### src/lmpt_pkg.sv
// shared types and constants for the lfsr memory pattern test
// no dependencies
package lmpt_pkg;

  localparam int QUEUE_DEPTH = 4;
  localparam int OUT_BITS    = 72;
  localparam logic [15:0] LFSR_SEED = 16'hACE1;

  typedef enum logic [1:0] {
    KIND_START = 2'd0,
    KIND_READY = 2'd1,
    KIND_DATA  = 2'd2,
    KIND_NOP   = 2'd3
  } kind_t;

  typedef enum logic [1:0] {
    ST_IDLE    = 2'd0,
    ST_RUNNING = 2'd1,
    ST_PASSED  = 2'd2,
    ST_FAILED  = 2'd3
  } status_t;

  typedef enum logic [2:0] {
    PH_IDLE,
    PH_FILL,
    PH_VERIFY,
    PH_PASSED,
    PH_FAILED
  } phase_t;

  localparam logic [1:0] CFG_WRITE_BASE = 2'd0;
  localparam logic [1:0] CFG_READ_BASE  = 2'd1;
  localparam logic [1:0] CFG_WORD_COUNT = 2'd2;

  typedef struct packed {
    kind_t       kind;
    logic [15:0] read_word;
  } cmd_t;

  typedef struct packed {
    logic [23:0] write_base;
    logic [23:0] read_base;
    logic [23:0] word_count;
  } cfg_t;

  // packed so that access_valid lands in bit 0
  typedef struct packed {
    logic [23:0] fail_address;
    status_t     status;
    logic [15:0] write_word;
    logic [23:0] access_address;
    logic        access_write;
    logic        access_valid;
  } res_t;

  // fibonacci lfsr, taps 16,14,13,11, shifting right
  function automatic logic [15:0] lfsr_step(input logic [15:0] s);
    logic fb;
    fb = s[0] ^ s[2] ^ s[3] ^ s[5];
    return {fb, s[15:1]};
  endfunction

endpackage

### src/lmpt_back.sv
// back end: test sequencer with lfsr, word counter and result register
// depends on lmpt_pkg
module lmpt_back #(
  parameter int ADDR_WIDTH = 24
) (
  input  logic            clk,
  input  logic            rst_n,
  input  lmpt_pkg::cfg_t  cfg,
  input  logic            q_valid,
  input  lmpt_pkg::cmd_t  q_cmd,
  output logic            q_pop,
  output logic            out_valid,
  input  logic            out_ready,
  output lmpt_pkg::res_t  out_res
);
  import lmpt_pkg::*;

  localparam int SW = (ADDR_WIDTH > 24) ? ADDR_WIDTH : 24;
  localparam logic [SW-1:0] ADDR_MASK = {SW{1'b1}} >> (SW - ADDR_WIDTH);

  phase_t      phase_r, phase_nxt;
  logic [23:0] index_r, index_nxt;
  logic [15:0] lfsr_r, lfsr_nxt;
  logic        await_r, await_nxt;
  logic [23:0] fail_r, fail_nxt;
  logic        out_valid_r, out_valid_nxt;
  res_t        res_r, res_nxt;

  logic        take;
  logic [15:0] lfsr_adv;
  logic [23:0] index_inc;
  logic        last_word;
  logic [SW-1:0] wr_sum, rd_sum;
  logic [23:0] wr_addr, rd_addr;

  assign take      = q_valid && (!out_valid_r || out_ready);
  assign q_pop     = take;
  assign out_valid = out_valid_r;
  assign out_res   = res_r;

  assign lfsr_adv  = lfsr_step(lfsr_r);
  assign index_inc = index_r + 24'd1;
  assign last_word = (index_inc >= cfg.word_count);
  assign wr_sum    = SW'(cfg.write_base) + SW'(index_r);
  assign rd_sum    = SW'(cfg.read_base) + SW'(index_r);
  assign wr_addr   = 24'(wr_sum & ADDR_MASK);
  assign rd_addr   = 24'(rd_sum & ADDR_MASK);

  // next state
  always_comb begin
    phase_nxt = phase_r;
    index_nxt = index_r;
    lfsr_nxt  = lfsr_r;
    await_nxt = await_r;
    fail_nxt  = fail_r;
    if (take) begin
      case (q_cmd.kind)
        KIND_START: begin
          lfsr_nxt  = LFSR_SEED;
          index_nxt = '0;
          await_nxt = 1'b0;
          fail_nxt  = '0;
          phase_nxt = (cfg.word_count == '0) ? PH_PASSED : PH_FILL;
        end
        KIND_READY: begin
          if (phase_r == PH_FILL) begin
            lfsr_nxt  = lfsr_adv;
            index_nxt = index_inc;
            if (last_word) begin
              lfsr_nxt  = LFSR_SEED;
              index_nxt = '0;
              phase_nxt = PH_VERIFY;
            end
          end else if (phase_r == PH_VERIFY && !await_r) begin
            await_nxt = 1'b1;
          end
        end
        KIND_DATA: begin
          if (phase_r == PH_VERIFY && await_r) begin
            lfsr_nxt  = lfsr_adv;
            await_nxt = 1'b0;
            if (q_cmd.read_word != lfsr_adv) begin
              fail_nxt  = rd_addr;
              phase_nxt = PH_FAILED;
            end else begin
              index_nxt = index_inc;
              if (last_word) begin
                phase_nxt = PH_PASSED;
              end
            end
          end
        end
        default: begin
        end
      endcase
    end
  end

  // result fields
  always_comb begin
    res_nxt = '0;
    if (q_cmd.kind == KIND_READY) begin
      if (phase_r == PH_FILL) begin
        res_nxt.access_valid   = 1'b1;
        res_nxt.access_write   = 1'b1;
        res_nxt.access_address = wr_addr;
        res_nxt.write_word     = lfsr_adv;
      end else if (phase_r == PH_VERIFY && !await_r) begin
        res_nxt.access_valid   = 1'b1;
        res_nxt.access_address = rd_addr;
      end
    end
    case (phase_nxt)
      PH_FILL, PH_VERIFY: res_nxt.status = ST_RUNNING;
      PH_PASSED:          res_nxt.status = ST_PASSED;
      PH_FAILED:          res_nxt.status = ST_FAILED;
      default:            res_nxt.status = ST_IDLE;
    endcase
    if (phase_nxt == PH_FAILED) begin
      res_nxt.fail_address = fail_nxt;
    end
    out_valid_nxt = take ? 1'b1 : (out_ready ? 1'b0 : out_valid_r);
  end

  always_ff @(posedge clk) begin
    if (!rst_n) begin
      phase_r     <= PH_IDLE;
      index_r     <= '0;
      lfsr_r      <= LFSR_SEED;
      await_r     <= 1'b0;
      fail_r      <= '0;
      out_valid_r <= 1'b0;
    end else begin
      phase_r     <= phase_nxt;
      index_r     <= index_nxt;
      lfsr_r      <= lfsr_nxt;
      await_r     <= await_nxt;
      fail_r      <= fail_nxt;
      out_valid_r <= out_valid_nxt;
    end
  end

  always_ff @(posedge clk) begin
    if (take) begin
      res_r <= res_nxt;
    end
  end

endmodule

### config.mk
export PLATFORM = sky130hd
export DESIGN_NAME = lmpt_back
export DESIGN_NICKNAME = d
export VERILOG_FILES = /design/src/lmpt_pkg.sv /design/src/lmpt_back.sv
export SDC_FILE = /design/constraint.sdc
export NUM_CORES = 1
export LEC_CHECK = 0
export ABC_AREA = 1
export BUFFER_PORTS_ARGS = -buffer_cell sky130_fd_sc_hd__buf_2
export CAP_MARGIN = 20
export CELL_PAD_IN_SITES_DETAIL_PLACEMENT = 1
export CELL_PAD_IN_SITES_GLOBAL_PLACEMENT = 1
export CORE_ASPECT_RATIO = 0.9
export CORE_MARGIN = 4
export CORE_UTILIZATION = 41
export CTS_CLUSTER_DIAMETER = 120
export DETAILED_ROUTE_END_ITERATION = 16
export PLACE_DENSITY = 0.84
export SYNTH_ARGS = -nofsm -noshare
export SYNTH_HDL_FRONTEND = slang
export SYNTH_SLANG_ARGS = --single-unit
### constraint.sdc
create_clock -name clk -period 4.3 [get_ports clk]
set_input_delay 0 -clock clk [delete_from_list [all_inputs] [get_ports clk]]
set_output_delay 0 -clock clk [all_outputs]
set_load 0.05 [all_outputs]
== After elaboration in Yosys (flattened, before gate mapping) ==
Index checks and enable logic that the tools add are counted.

* Register bits after elaboration: 137
* Output and inout bits: 70
* Logic and storage cells: 81

* Add/subtract/negate cells: 3
* $lt $le $gt $ge: 1
* Eq/ne operators: 14
* Muxes and demuxes: 33
* Bitwise gates (word level): 3
* Reduce and logical (&&, ||, !) cells: 15

{| class="wikitable"
|+ Operators by type and width
! cell !! number
|-
| two-way mux 24 bit || 9
|-
| case mux 24 bit (3 select lines) || 1
|-
| adder 24 bit || 2
|-
| two-way mux 16 bit || 3
|-
| case mux 16 bit (3 select lines) || 1
|-
| case mux 24 bit (2 select lines) || 1
|-
| adder 24 x 1 -> 24 bit, second input constant || 1
|-
| greater-or-equal comparator 24 bit || 1
|-
| logical NOT 24 bit || 1
|-
| two-way mux 3 bit || 6
|-
| != test 16 bit || 1
|-
| != test 2 bit, second input constant || 5
|-
| AND reduction 5 bit || 2
|-
| == test 3 x 2 -> 1 bit, second input constant || 3
|-
| case mux 3 bit (3 select lines) || 1
|-
| two-way mux 1 bit || 8
|-
| == test 3 x 1 -> 1 bit, second input constant || 2
|-
| case mux 2 bit (3 select lines) || 1
|-
| AND reduction 4 bit || 1
|-
| == test 3 bit, second input constant || 1
|-
| logical AND 1 bit || 3
|-
| case mux 1 bit (3 select lines) || 1
|-
| nonzero test 3 bit || 1
|-
| XOR 1 bit || 3
|-
| other kinds (9) || 10
|}

== Depth between registers and ports, before layout ==
Gate-level depths: netlist of the first run.

* Depth after elaboration: 11
* Gate-level depth with buffers: 26
* Gate-level depth less buffers: 25

== Worst setup path after synthesis of the first run ==
OpenSTA, ideal clock, no wires.

* Path kind: reg-to-reg
* Start point: register index_r[1]
* End point: register res_r, in the netlist out_res[67], data pin
* Library setup time: 259 ps
* Arrival: 3,380 ps
* Path slack: 661 ps
* Cell stages (with the launch flop): 26
* Buffers on the path: 2
* Path through: dfxtp_1 > ha_1 > nand3_1 > nor2_1 > nand2_1 > nor3_2 > nand3_1 > nor2_1 > nand4_1 > xnor2_1 > ha_1 > nand2_1 > nor2_1 > inv_1 > nor3_1 > nand2_1 > nand4_1 > buf_2 > nand2_1 > nand2_1 > nand2_1 > nand2_1 > nand2_1 > nand3b_4 > buf_6 > nor2_1

* Word-level cells in the longest chain between the ends: 8
* Elaborated cells between the ends (all ways): 15
* Those cells by class: 2 x add/sub; 1 x order compare; 1 x eq/ne; 11 x mux

{| class="wikitable"
|+ RTL lines
! item !! line !! RTL
|-
| start: declaration || lmpt_back.sv:22 || <nowiki>logic [23:0] index_r, index_nxt;</nowiki>
|-
| start signal: assignment || lmpt_back.sv:135 || <nowiki>index_r <= index_nxt;</nowiki>
|-
| adder 24 x 1 -> 24 bit || lmpt_back.sv:42 || <nowiki>assign index_inc = index_r + 24'd1;</nowiki>
|-
| greater-or-equal comparator 24 bit || lmpt_back.sv:43 || <nowiki>assign last_word = (index_inc >= cfg.word_count);</nowiki>
|-
| two-way mux 3 bit || lmpt_back.sv:87 || <nowiki>if (last_word) begin</nowiki>
|-
| two-way mux 3 bit || lmpt_back.sv:82 || <nowiki>if (q_cmd.read_word != lfsr_adv) begin</nowiki>
|-
| two-way mux 3 bit || lmpt_back.sv:79 || <nowiki>if (phase_r == PH_VERIFY && await_r) begin</nowiki>
|-
| case mux 3 bit (3 select lines) || lmpt_back.sv:57 || <nowiki>case (q_cmd.kind)</nowiki>
|-
| two-way mux 3 bit || lmpt_back.sv:56 || <nowiki>if (take) begin</nowiki>
|-
| == test 3 bit || lmpt_back.sv:119 || <nowiki>if (phase_nxt == PH_FAILED) begin</nowiki>
|-
| end signal: assignment || lmpt_back.sv:145 || <nowiki>res_r <= res_nxt;</nowiki>
|-
| end: declaration || lmpt_back.sv:27 || <nowiki>res_t res_r, res_nxt;</nowiki>
|}

Several ways; a longest one is shown, not always the timed one.
A chain may end at the register's enable or synchronous reset.

== Worst setup path after layout of the first run ==
* Start point: register index_r[0]
* End point: register res_r, in the netlist out_res[64], data pin

Same word-level chain as after synthesis.

==> impl_metrics.tcl, run 1 <==
set metrics [dict create \
    crit_path_frequent_cell "nand2_1" \
    critPathSlowestCell "dfxtp_1" \
    endpoint_kind "flop" \
    slew_headroom_pct 38.1 \
    utilization_pct 50.4 \
    critical_path.max_fanout 6 \
    avgSynthCellArea_um2 7.22 \
    critPathLaunchType "flop" \
    boundaryPins 164 \
    seq_area_frac_synth_pct 36.0 \
    power.switching_w 0.00112 \
    cts_root_buffer "clkbuf_16" \
    antenna_found_initial 1 \
    final_net_count 1662 \
    clkPwrFrac_pct 44.7 \
    outcome "complete, no violations" \
    cp_slowest_stage_delay_ps 420 \
    synth_fa_ha_area_share_pct 10.4 \
    cts_tree "built" \
    vdd_drop_max_uv 231 \
    chipWidth_um 169 \
    fin_skew_ps 9.50 \
    mostFrequentLayoutCell "nand2_1" \
    rsz0062_at_grt "yes" \
    postRouteAntennaNets 0 \
    synth_top_area_share_pct 21.5 \
    place_hpwl_um 25600 \
    crit_required_ps 4490 \
    powerDensity_nw_per_um2 313 \
    synth_warnings 0 \
    clock_sinks 137 \
    dieArea_um2 25700 \
    rows 52 \
    yosys-top-cells-area "edfxtp_1, dfxtp_1, nand2_1, ha_1, inv_1" \
    async_flop_share_pct 0 \
    layoutNonFillerInstCount 1800 \
    p_leak_nw 5.53 \
    most-common-layout-cells "nand2_1, inv_1, buf_2, nor2_1, a21oi_1" \
    drt_iter0_markers 657 \
    synth_top_family_by_area "simple AND/OR/NAND/NOR gates" \
    seqPwrFrac_pct 40.2 \
    synth-compound-area-share_pct 15.9 \
    slew_violations 0 \
    htreeDepth 4 \
    antenna_cells 0 \
    worstPathCellList "ha_1, nand3_1, nor2_2, nand2_1, nor3_2, nand3_2, nor2_4, nand4_1, xnor2_1, ha_1, nand2_1, nor2_1, inv_1, nor3_1, nand2_1, nand4_1, nand2_1, nand2_1, nand2_1, nand2_1, nand2_2, nand3b_2, nor2_1" \
    insertion_delay_ps 440 \
    drive_gt1_share_pct 16.1 \
    max_cap_violations 0 \
    cts_buffer_depth 2 \
    area_delta_synth_final_pct 19.8 \
    grt-ovfl-total 0 \
    routed_wirelength_um 33600 \
    max_freq_mhz 249 \
    clkTransAtPathRegs_ps 70 \
    power.internal_w 0.00245 \
    grt_pass1_vias 9898 \
    synth_top_area_cell "edfxtp_1" \
    arrival_ps 4200 \
    synthCells 1319 \
    firstDrtPassIters 5 \
    drc 0 \
    placedCellCount 1762 \
    hold_path_class "input port to flop" \
    portBuffers 163 \
    swShare_pct 31.4 \
    fin_crit_sh_pct 93.4 \
    die_height_um 153 \
    synth-xor-area-share_pct 4.23 \
    min_period_ps 4020 \
    syn_nets 1491 \
    p_comb_share_pct 15.1 \
    multi_input_area_um2 5350 \
    synth_ff_type "dfxtp_1" \
    hold_viol 0 \
    grt_util_all_layers_pct 25.6 \
    via_per_inst 5.40 \
    cts_buffers 17 \
    grt_pass1_wl_um 52300 \
    wire_per_inst_um 18.7 \
    vias 9724 \
    synth_cell_types 51 \
    synth_edf_count 68 \
    register_area_um2 3430 \
    initial_utilization_pct 42.0 \
    grt_max_degree 44 \
    gp_congestion 0.939 \
    netlist_area_um2 9520 \
    fillerInstances 2991 \
    synthMuxAreaShare_pct 0 \
    tightest_slew_ps 926 \
    synth_seq_cells 137 \
    finalSetupViolations 0 \
    design.core.area_um2 22600 \
    synthSimpleGateAreaFrac_pct 24.9 \
    worstSetupPathType "flop to flop" \
]
[power by group through the flow]
stage	Clock [W]	Sequential [W]	Combinational (W)
6_report	0.00159	0.00143	0.000538
5_1_grt	0.00166	0.00144	0.000582
4_1_cts	0.00160	0.00143	0.000528
3_5_place_dp	0	0.00146	0.000520
3_3_place_gp	0	0.00146	0.000509
2_1_floorplan	0	0.00159	0.000218
[registers in the layout, indices dropped and copies added, names as in the netlist]
name	flops
await_r	1
fail_r	24
index_r	24
lfsr_r	16
out_res	68
out_valid	1
phase_r	3
[timing repair]
action	in CTS	in global routing
gates resized for setup	0	11
setup endpoints to repair	0	60
buffers inserted	0	1
hold buffers	2	0
endpoints found under the hold margin	3	0
[stage by stage]
step | cell area, um^2 | setup WS [ps] | power [W] | hold WS (ps) | TNS [ps]
CTS | 11300 | 70.1 | 0.00357 | 61.6 | 0
finish | 11400 | 285 | 0.00357 | 73.1 | 0
detailed placement | 10700 | 134 | 0.00198 | 265 | 0
global route | 11400 | -15.8 | 0.00368 | 138 | -42.5
global placement | 10700 | 267 | 0.00197 | 255 | 0
floorplan | 9520 | 661 | 0.00181 | 98.6 | 0
[critical path, delay by kind of cell (launching register included)]
kind          cells  cell delay [ps]
flops             1              420
simple gates     19             2590
fa+ha+maj         2              500
xor+xnor          1              170
buf+inv           1               70
[synthesized netlist by cell type, types with 14 or more instances]
| master | number |
|---|---|
| nand2_1 | 327 |
| inv_1 | 170 |
| edfxtp_1 | 68 |
| nand3_1 | 45 |
| o21ai_0 | 83 |
| nor2_1 | 162 |
| dfxtp_1 | 69 |
| ha_1 | 76 |
| clkbuf_1 | 23 |
| a21oi_1 | 115 |
| nand4_1 | 18 |
| xor2_1 | 28 |
| o211ai_1 | 17 |
| nor3_1 | 14 |
| xnor2_1 | 18 |
[routing by layer]
layer | wire [um] | global-route usage (%)
met5 | 0 | 0
met1 | 14900 | 34.3
met4 | 703 | 6.99
met3 | 2200 | 4.70
met2 | 15800 | 42.7
[cells by family after synthesis]
| kind of cell | count (synthesis) |
|---|---|
| XOR/XNOR | 46 |
| adder cells (fa/ha/maj) | 78 |
| flip-flops | 137 |
| buffers and inverters | 208 |
| AO/OA/AOI/OAI | 267 |
| AND/OR/NAND/NOR | 583 |
[cell type report]
cell class | count | area share [%]
multi-input combinational | 977 | 46.9
inverter | 177 | 5.83
clock inverter | 15 | 1.78
tap | 297 | 3.26
sequential | 137 | 30.0
timing repair buffer | 180 | 8.46
clock buffer | 17 | 3.73
[path summary, 6_finish.rpt]
path                       to  cells after the start  startpoint  slack (ps)
setup / recovery  out_res[64]                     23  index_r[0]         280
hold / removal    out_res[25]                      5     cfg[71]          70
setup reg to reg  out_res[64]                     23  index_r[0]         280
hold reg to reg     lfsr_r[9]                      2  lfsr_r[10]         490
(Power assumes the default switching activity.)
==> run 2: changes to the inputs <==
--- a/config.mk
+++ b/config.mk
@@ -5,14 +5,13 @@
 export SDC_FILE = /design/constraint.sdc
 export NUM_CORES = 1
 export LEC_CHECK = 0
-export ABC_AREA = 1
 export BUFFER_PORTS_ARGS = -buffer_cell sky130_fd_sc_hd__buf_2
 export CAP_MARGIN = 20
 export CELL_PAD_IN_SITES_DETAIL_PLACEMENT = 1
 export CELL_PAD_IN_SITES_GLOBAL_PLACEMENT = 1
 export CORE_ASPECT_RATIO = 0.9
 export CORE_MARGIN = 4
-export CORE_UTILIZATION = 41
+export CORE_UTILIZATION = 43
 export CTS_CLUSTER_DIAMETER = 120
 export DETAILED_ROUTE_END_ITERATION = 16
 export PLACE_DENSITY = 0.84
==> run 2 against run 1 <==
  * Cell count decreased by 22%
  * Via count decreased by 13%
  * Setup slack got worse by 140 ps
  * Non-clock buffer count increased by 21
  * Largest cell class unchanged
  * Sequential share of layout area increased by 1.4 points
  * Power decreased by 5.0%
  * Critical path type unchanged
==> impl_metrics.tcl, run 2 <==
set metrics [dict create \
    outcome "complete, no violations" \
    setup_tns_ps 0 \
    antenna_found_initial 4 \
    postRouteAntennaNets 0 \
    synth_warnings 0 \
    design.core.area_um2 20100 \
    fin_area_um2 10900 \
    drc 0 \
    drive_gt1_share_pct 24.1 \
    synth_seq_cells 137 \
    powerDensity_nw_per_um2 310 \
    crit_required_ps 4590 \
    hold_path_class "input port to flop" \
    synth_top_area_share_pct 23.1 \
    syn_nets 1126 \
    seq_area_frac_synth_pct 38.7 \
    synth_most_common_cell "ha_1" \
    clock_sinks 137 \
    wire_per_inst_um 22.3 \
    portBuffers 163 \
    hold_depth 3 \
    synth_edf_count 68 \
    dieArea_um2 23000 \
    synthCells 954 \
    chipWidth_um 159 \
    grt_pass1_wl_um 47000 \
    power.switching_w 0.000962 \
    avgSynthCellArea_um2 9.28 \
    vias 8466 \
    synth_cell_types 67 \
    drt_iter0_markers 718 \
    boundaryPins 164 \
    grt_pass1_vias 8535 \
    rows 49 \
    worstRegToRegCells 17 \
    async_flop_share_pct 0 \
    endpoint_kind "flop" \
    synth_ff_type "dfxtp_1" \
    power.internal_w 0.00242 \
    largest_reg_flops 68 \
    final_net_count 1310 \
    max_cap_violations 0 \
    yosys-top-cells-area "edfxtp_1, dfxtp_1, ha_1, xnor2_1, o21ai_0" \
    max_freq_mhz 240 \
    area_delta_synth_final_pct 23.2 \
    cts_tree "built" \
    grt_util_all_layers_pct 26.1 \
    critPathLaunchType "flop" \
    finalSetupViolations 0 \
    most-common-layout-cells "buf_2, ha_1, nand2_1, edfxtp_1, dfxtp_1" \
    slew_violations 0 \
    critical_path.max_fanout 7 \
    slew_headroom_pct 43.8 \
    p_leak_nw 4.84 \
    cts_root_buffer "clkbuf_16" \
    htreeDepth 4 \
    arrival_ps 4450 \
    cts_buffer_depth 2 \
    die_height_um 144 \
    utilization_pct 54.3 \
    mostFrequentLayoutCell "buf_2" \
    fin_crit_sh_pct 96.7 \
    worstSetupPathType "flop to flop" \
    tightest_slew_ps 844 \
    synth_commonest_cells "ha_1, nand2_1, dfxtp_1, edfxtp_1, nor2_1" \
    gp_congestion 0.940 \
    clkTransAtPathRegs_ps 70 \
    initial_utilization_pct 44.0 \
    vdd_drop_max_uv 185 \
    clkPwrFrac_pct 44.1 \
    seqPwrFrac_pct 42.1 \
    cts_buffers 17 \
    fin_skew_ps 9.30 \
    swShare_pct 28.4 \
    routed_wirelength_um 31400 \
    netlist_area_um2 8860 \
    via_per_inst 6.01 \
    placed_area_um2 10000 \
    synth_top_area_cell "edfxtp_1" \
    grt-ovfl-total 0 \
    hold_viol 0 \
    insertion_delay_ps 430 \
    firstDrtPassIters 5 \
    grt_max_degree 53 \
    p_comb_share_pct 13.8 \
    place_hpwl_um 22400 \
    min_period_ps 4160 \
]
## run 2: changes by cell type in the layout (fill, tap and decap cells not counted), sizes merged, moves of 21 or more
cell and delta:
inv -138, a21oi -68, and2 +21, buf +21, xnor2 +32, nor2 -99, nor2b +31, nand2 -255
o21ai -26
## run 2: metrics by stage
stage / cells / setup WS [ps] / hold WS, ps / power, W
floorplan: 954 / 65.0 / 139 / 0.00174
global placement: 1360 / 185 / 268 / 0.00189
detailed placement: 1360 / -154 / 279 / 0.00190
CTS: 1402 / 15.9 / 26.9 / 0.00339
global route: 1409 / -63.2 / 42.8 / 0.00348
finish: 1409 / 141 / 61.3 / 0.00339
## run 2: power groups by stage
| stage | clock, W | combinational, W | sequential (W) |
|---|---|---|---|
| floorplan | 0 | 0.000179 | 0.00156 |
| global placement | 0 | 0.000433 | 0.00145 |
| detailed placement | 0 | 0.000444 | 0.00145 |
| CTS | 0.00150 | 0.000459 | 0.00143 |
| global route | 0.00156 | 0.000498 | 0.00143 |
| finish | 0.00149 | 0.000468 | 0.00143 |
## run 2: per-layer routing
layer	vias to the layer above	track usage, %	part of all wire, %
met5	-	0	0
met2	372	42.1	46
li1	3868	-	-
met3	51	4.39	7.9
met4	0	8.17	2.1
met1	4175	36.2	44
## run 2: cell type report
| type | instances | area [um^2] |
|---|---|---|
| multi-input cells | 740 | 5290 |
| flip-flops and latches | 137 | 3430 |
| fillers | 2337 | 9200 |
| clock inverters | 13 | 141 |
| repair buffers | 201 | 1120 |
| well taps | 255 | 319 |
| diodes | 3 | 7.51 |
| clock buffers | 19 | 443 |
| inverters | 41 | 154 |
## run 2: logic make-up after synthesis
| family | after synthesis | share of synthesized area (%) |
|---|---|---|
| xor gates and xnor gates | 80 | 8.00 |
| DFF | 137 | 38.7 |
| muxes | 2 | 0.226 |
| buffers and inverters | 80 | 3.60 |
| and+or+nand+nor | 309 | 17.7 |
| AOI/OAI and AO/OA | 268 | 20.7 |
| adders and majority gates | 78 | 11.2 |
## run 2: worst paths after layout
path,endpoint,slack [ps],start
worst min register to register,fail_r[12],520,fail_r[12]
worst max-delay path,out_res[45],140,index_r[6]
worst max register to register,out_res[45],140,index_r[6]
worst min-delay path,out_res[2],60,cfg[48]
## run 2: repair_timing
action / in CTS / in global routing
cloned: 1 / 2
setup endpoints to repair: 36 / 56
setup buffers: 7 / 2
gates resized for setup: 4 / 36
pin swaps: 4 / 10
hold buffers: 2 / 0
endpoints found under the hold margin: 1 / 0
## run 2: worst max-delay path, stage by stage, from the launching register on
cell and delay [ps]:
dfxtp_1 460, nand4_1 260, nor3_4 210, nand2_2 100, nor2_2 130, and3_4 210, buf_4 120, xor2_1 170
ha_1 250, and2_0 150, a221o_1 320, a21oi_2 210, o31ai_4 130, or2_4 300, a221oi_4 370, buf_6 190
nand3_4 240, nor2_2 190
==> run 3: changes to the inputs <==
--- a/config.mk
+++ b/config.mk
@@ -10,7 +10,6 @@
 export CELL_PAD_IN_SITES_DETAIL_PLACEMENT = 1
 export CELL_PAD_IN_SITES_GLOBAL_PLACEMENT = 1
 export CORE_ASPECT_RATIO = 0.9
-export CORE_MARGIN = 4
 export CORE_UTILIZATION = 43
 export CTS_CLUSTER_DIAMETER = 120
 export DETAILED_ROUTE_END_ITERATION = 16
==> run 3 against run 2 <==
  * Non-clock buffer count shrank 5
  * Fmax increased by 1.7%
  * Clock power increased by 3%
  * Register-to-register slack improved by 70 ps
  * Critical path depth is 2 higher
  * Critical path type unchanged
==> impl_metrics.tcl, run 3 (same netlist as run 2, synthesis figures left out) <==
set metrics [dict create \
    outcome "complete, no violations" \
    final_net_count 1305 \
    cp_slowest_stage_delay_ps 350 \
    drt_iter0_markers 674 \
    arrival_ps 4250 \
    power.switching_w 0.000984 \
    wire_per_inst_um 21.5 \
    path_delay_family "simple AND/OR/NAND/NOR gates" \
    postRouteAntennaNets 0 \
    slew_violations 0 \
    drc 0 \
    chipWidth_um 153 \
    routed_wirelength_um 30300 \
    via_per_inst 5.94 \
    min_period_ps 4090 \
    firstDrtPassIters 5 \
    max_freq_mhz 245 \
    preCtsSetupSlack_ps 6.68 \
    rows 49 \
    area_delta_synth_final_pct 22.0 \
    boundaryPins 164 \
    most-common-layout-cells "buf_2, ha_1, nand2_1, edfxtp_1, dfxtp_1" \
    clock_sinks 137 \
    design.core.area_um2 20100 \
    hold_viol 0 \
    initial_utilization_pct 44.0 \
    vdd_drop_max_uv 215 \
    place_hpwl_um 21700 \
    fillerInstances 2391 \
    slew_headroom_pct 42.5 \
    max_cap_violations 0 \
    tightest_slew_ps 863 \
    fin_crit_sh_pct 95.1 \
    grt_util_all_layers_pct 28.2 \
    worstPathCellList "ha_1, nand3_1, nor3_2, nand2_1, nor2_1, and3_2, xor2_1, ha_1, and2_0, a221o_1, a21oi_1, o31ai_1, buf_4, or2_4, a221oi_4, buf_6, buf_4, xnor2_1, o21ai_1" \
    worst-path-buf-inv 3 \
    clkTransAtPathRegs_ps 70 \
    cts_tree "built" \
    grt-ovfl-total 0 \
    hold_slack_ps 41.2 \
    endpoint_kind "flop" \
    powerDensity_nw_per_um2 316 \
    cts_buffers 17 \
    power.internal_w 0.00243 \
    cts_buffer_depth 2 \
    grt_pass1_vias 8486 \
    antenna_found_initial 4 \
    cts_root_buffer "clkbuf_16" \
    seqPwrFrac_pct 41.8 \
    dieArea_um2 21200 \
    grt_pass1_wl_um 46200 \
    critical_path.max_fanout 5 \
    fin_ws_ps 210 \
    swShare_pct 28.8 \
    drive_gt1_share_pct 22.7 \
    fin_skew_ps 17.2 \
    mostFrequentLayoutCell "buf_2" \
    portBuffers 163 \
    p_leak_nw 4.80 \
    clkPwrFrac_pct 44.7 \
    htreeDepth 4 \
    vias 8347 \
    largest_reg_flops 68 \
    hold_path_class "input port to flop" \
    critPathLaunchType "flop" \
    critPathSlowestCell "dfxtp_1" \
    crit_required_ps 4460 \
    die_height_um 138 \
    finalSetupViolations 0 \
    worstSetupPathType "flop to flop" \
    insertion_delay_ps 440 \
    p_comb_share_pct 13.5 \
    grt_max_degree 53 \
    gp_congestion 0.896 \
]
==> run 3: changes by cell type in the layout (fill, tap and decap cells not counted), moves of 2 or more <==
cell        delta
buf_4          -5
dfxtp_1        +5
dfxtp_2        -5
nor2_4         -4
nor2_1         +3
clkinv_2       -2
clkinvlp_4     +2
o31ai_1        +2
o31ai_4        -2
==> run 3: final timing paths <==
path	from	endpoint	slack, ps	cells past startpoint
max	index_r[0]	out_res[42]	210	19
min	cfg[48]	out_res[2]	40	3
max reg2reg	index_r[0]	out_res[42]	210	19
min reg2reg	fail_r[7]	fail_r[7]	520	2
==> run 3: layout make-up <==
type	instances	area, um^2	area share (%)
timing repair buffer	196	1080	9.96
multi-input combinational	740	5220	48.3
sequential	137	3430	31.7
tap	255	319	2.95
inverter	41	154	1.42
clock inverter	14	163	1.50
antenna	4	10.0	0.0926
clock buffer	18	439	4.06
==> run 3: what timing repair did <==
action,CTS,global route
hold endpoints to repair,1,0
setup buffers,6,2
hold buffers,2,0
gates resized for setup,1,19
pin swaps,3,5
setup endpoints to repair,6,60
cloned,1,2
==> run 3: power by group through the flow <==
stage | registers, W | logic, W | clock network [W]
floorplan | 0.00156 | 0.000179 | 0
global placement | 0.00145 | 0.000429 | 0
detailed placement | 0.00145 | 0.000440 | 0
CTS | 0.00143 | 0.000454 | 0.00153
global route | 0.00143 | 0.000490 | 0.00159
finish | 0.00143 | 0.000463 | 0.00153
==> run 3: routing by layer <==
layer	wire length [um]	GRT usage, %	part of all wire, %	vias up
li1	-	-	-	3863
met1	13600	39.2	45	4120
met2	13700	43.5	45	315
met3	2300	5.17	7.6	49
met4	680	11.1	2.2	0
met5	0	0	0	-
==> run 3: worst register-to-register path, cell delays in order, from the launching register on <==
cell and delay, ps:
dfxtp_1 350, ha_1 190, nand3_1 150, nor3_2 210
nand2_1 110, nor2_1 160, and3_2 260, xor2_1 170
ha_1 240, and2_0 150, a221o_1 290, a21oi_1 160
o31ai_1 100, buf_4 160, or2_4 280, a221oi_4 330
buf_6 180, buf_4 120, xnor2_1 110, o21ai_1 80
==> run 3: stage by stage <==
step                instances  utilization (%)  TNS, ps  power, W  cell area, um^2
finish                   1405             53.7        0   0.00342            10800
global route             1405             53.7     -197   0.00351            10800
CTS                      1397             53.2        0   0.00341            10700
detailed placement       1356             49.8        0   0.00189            10000
global placement         1356             49.8        0   0.00188            10000
floorplan                 954                -        0   0.00174             8860
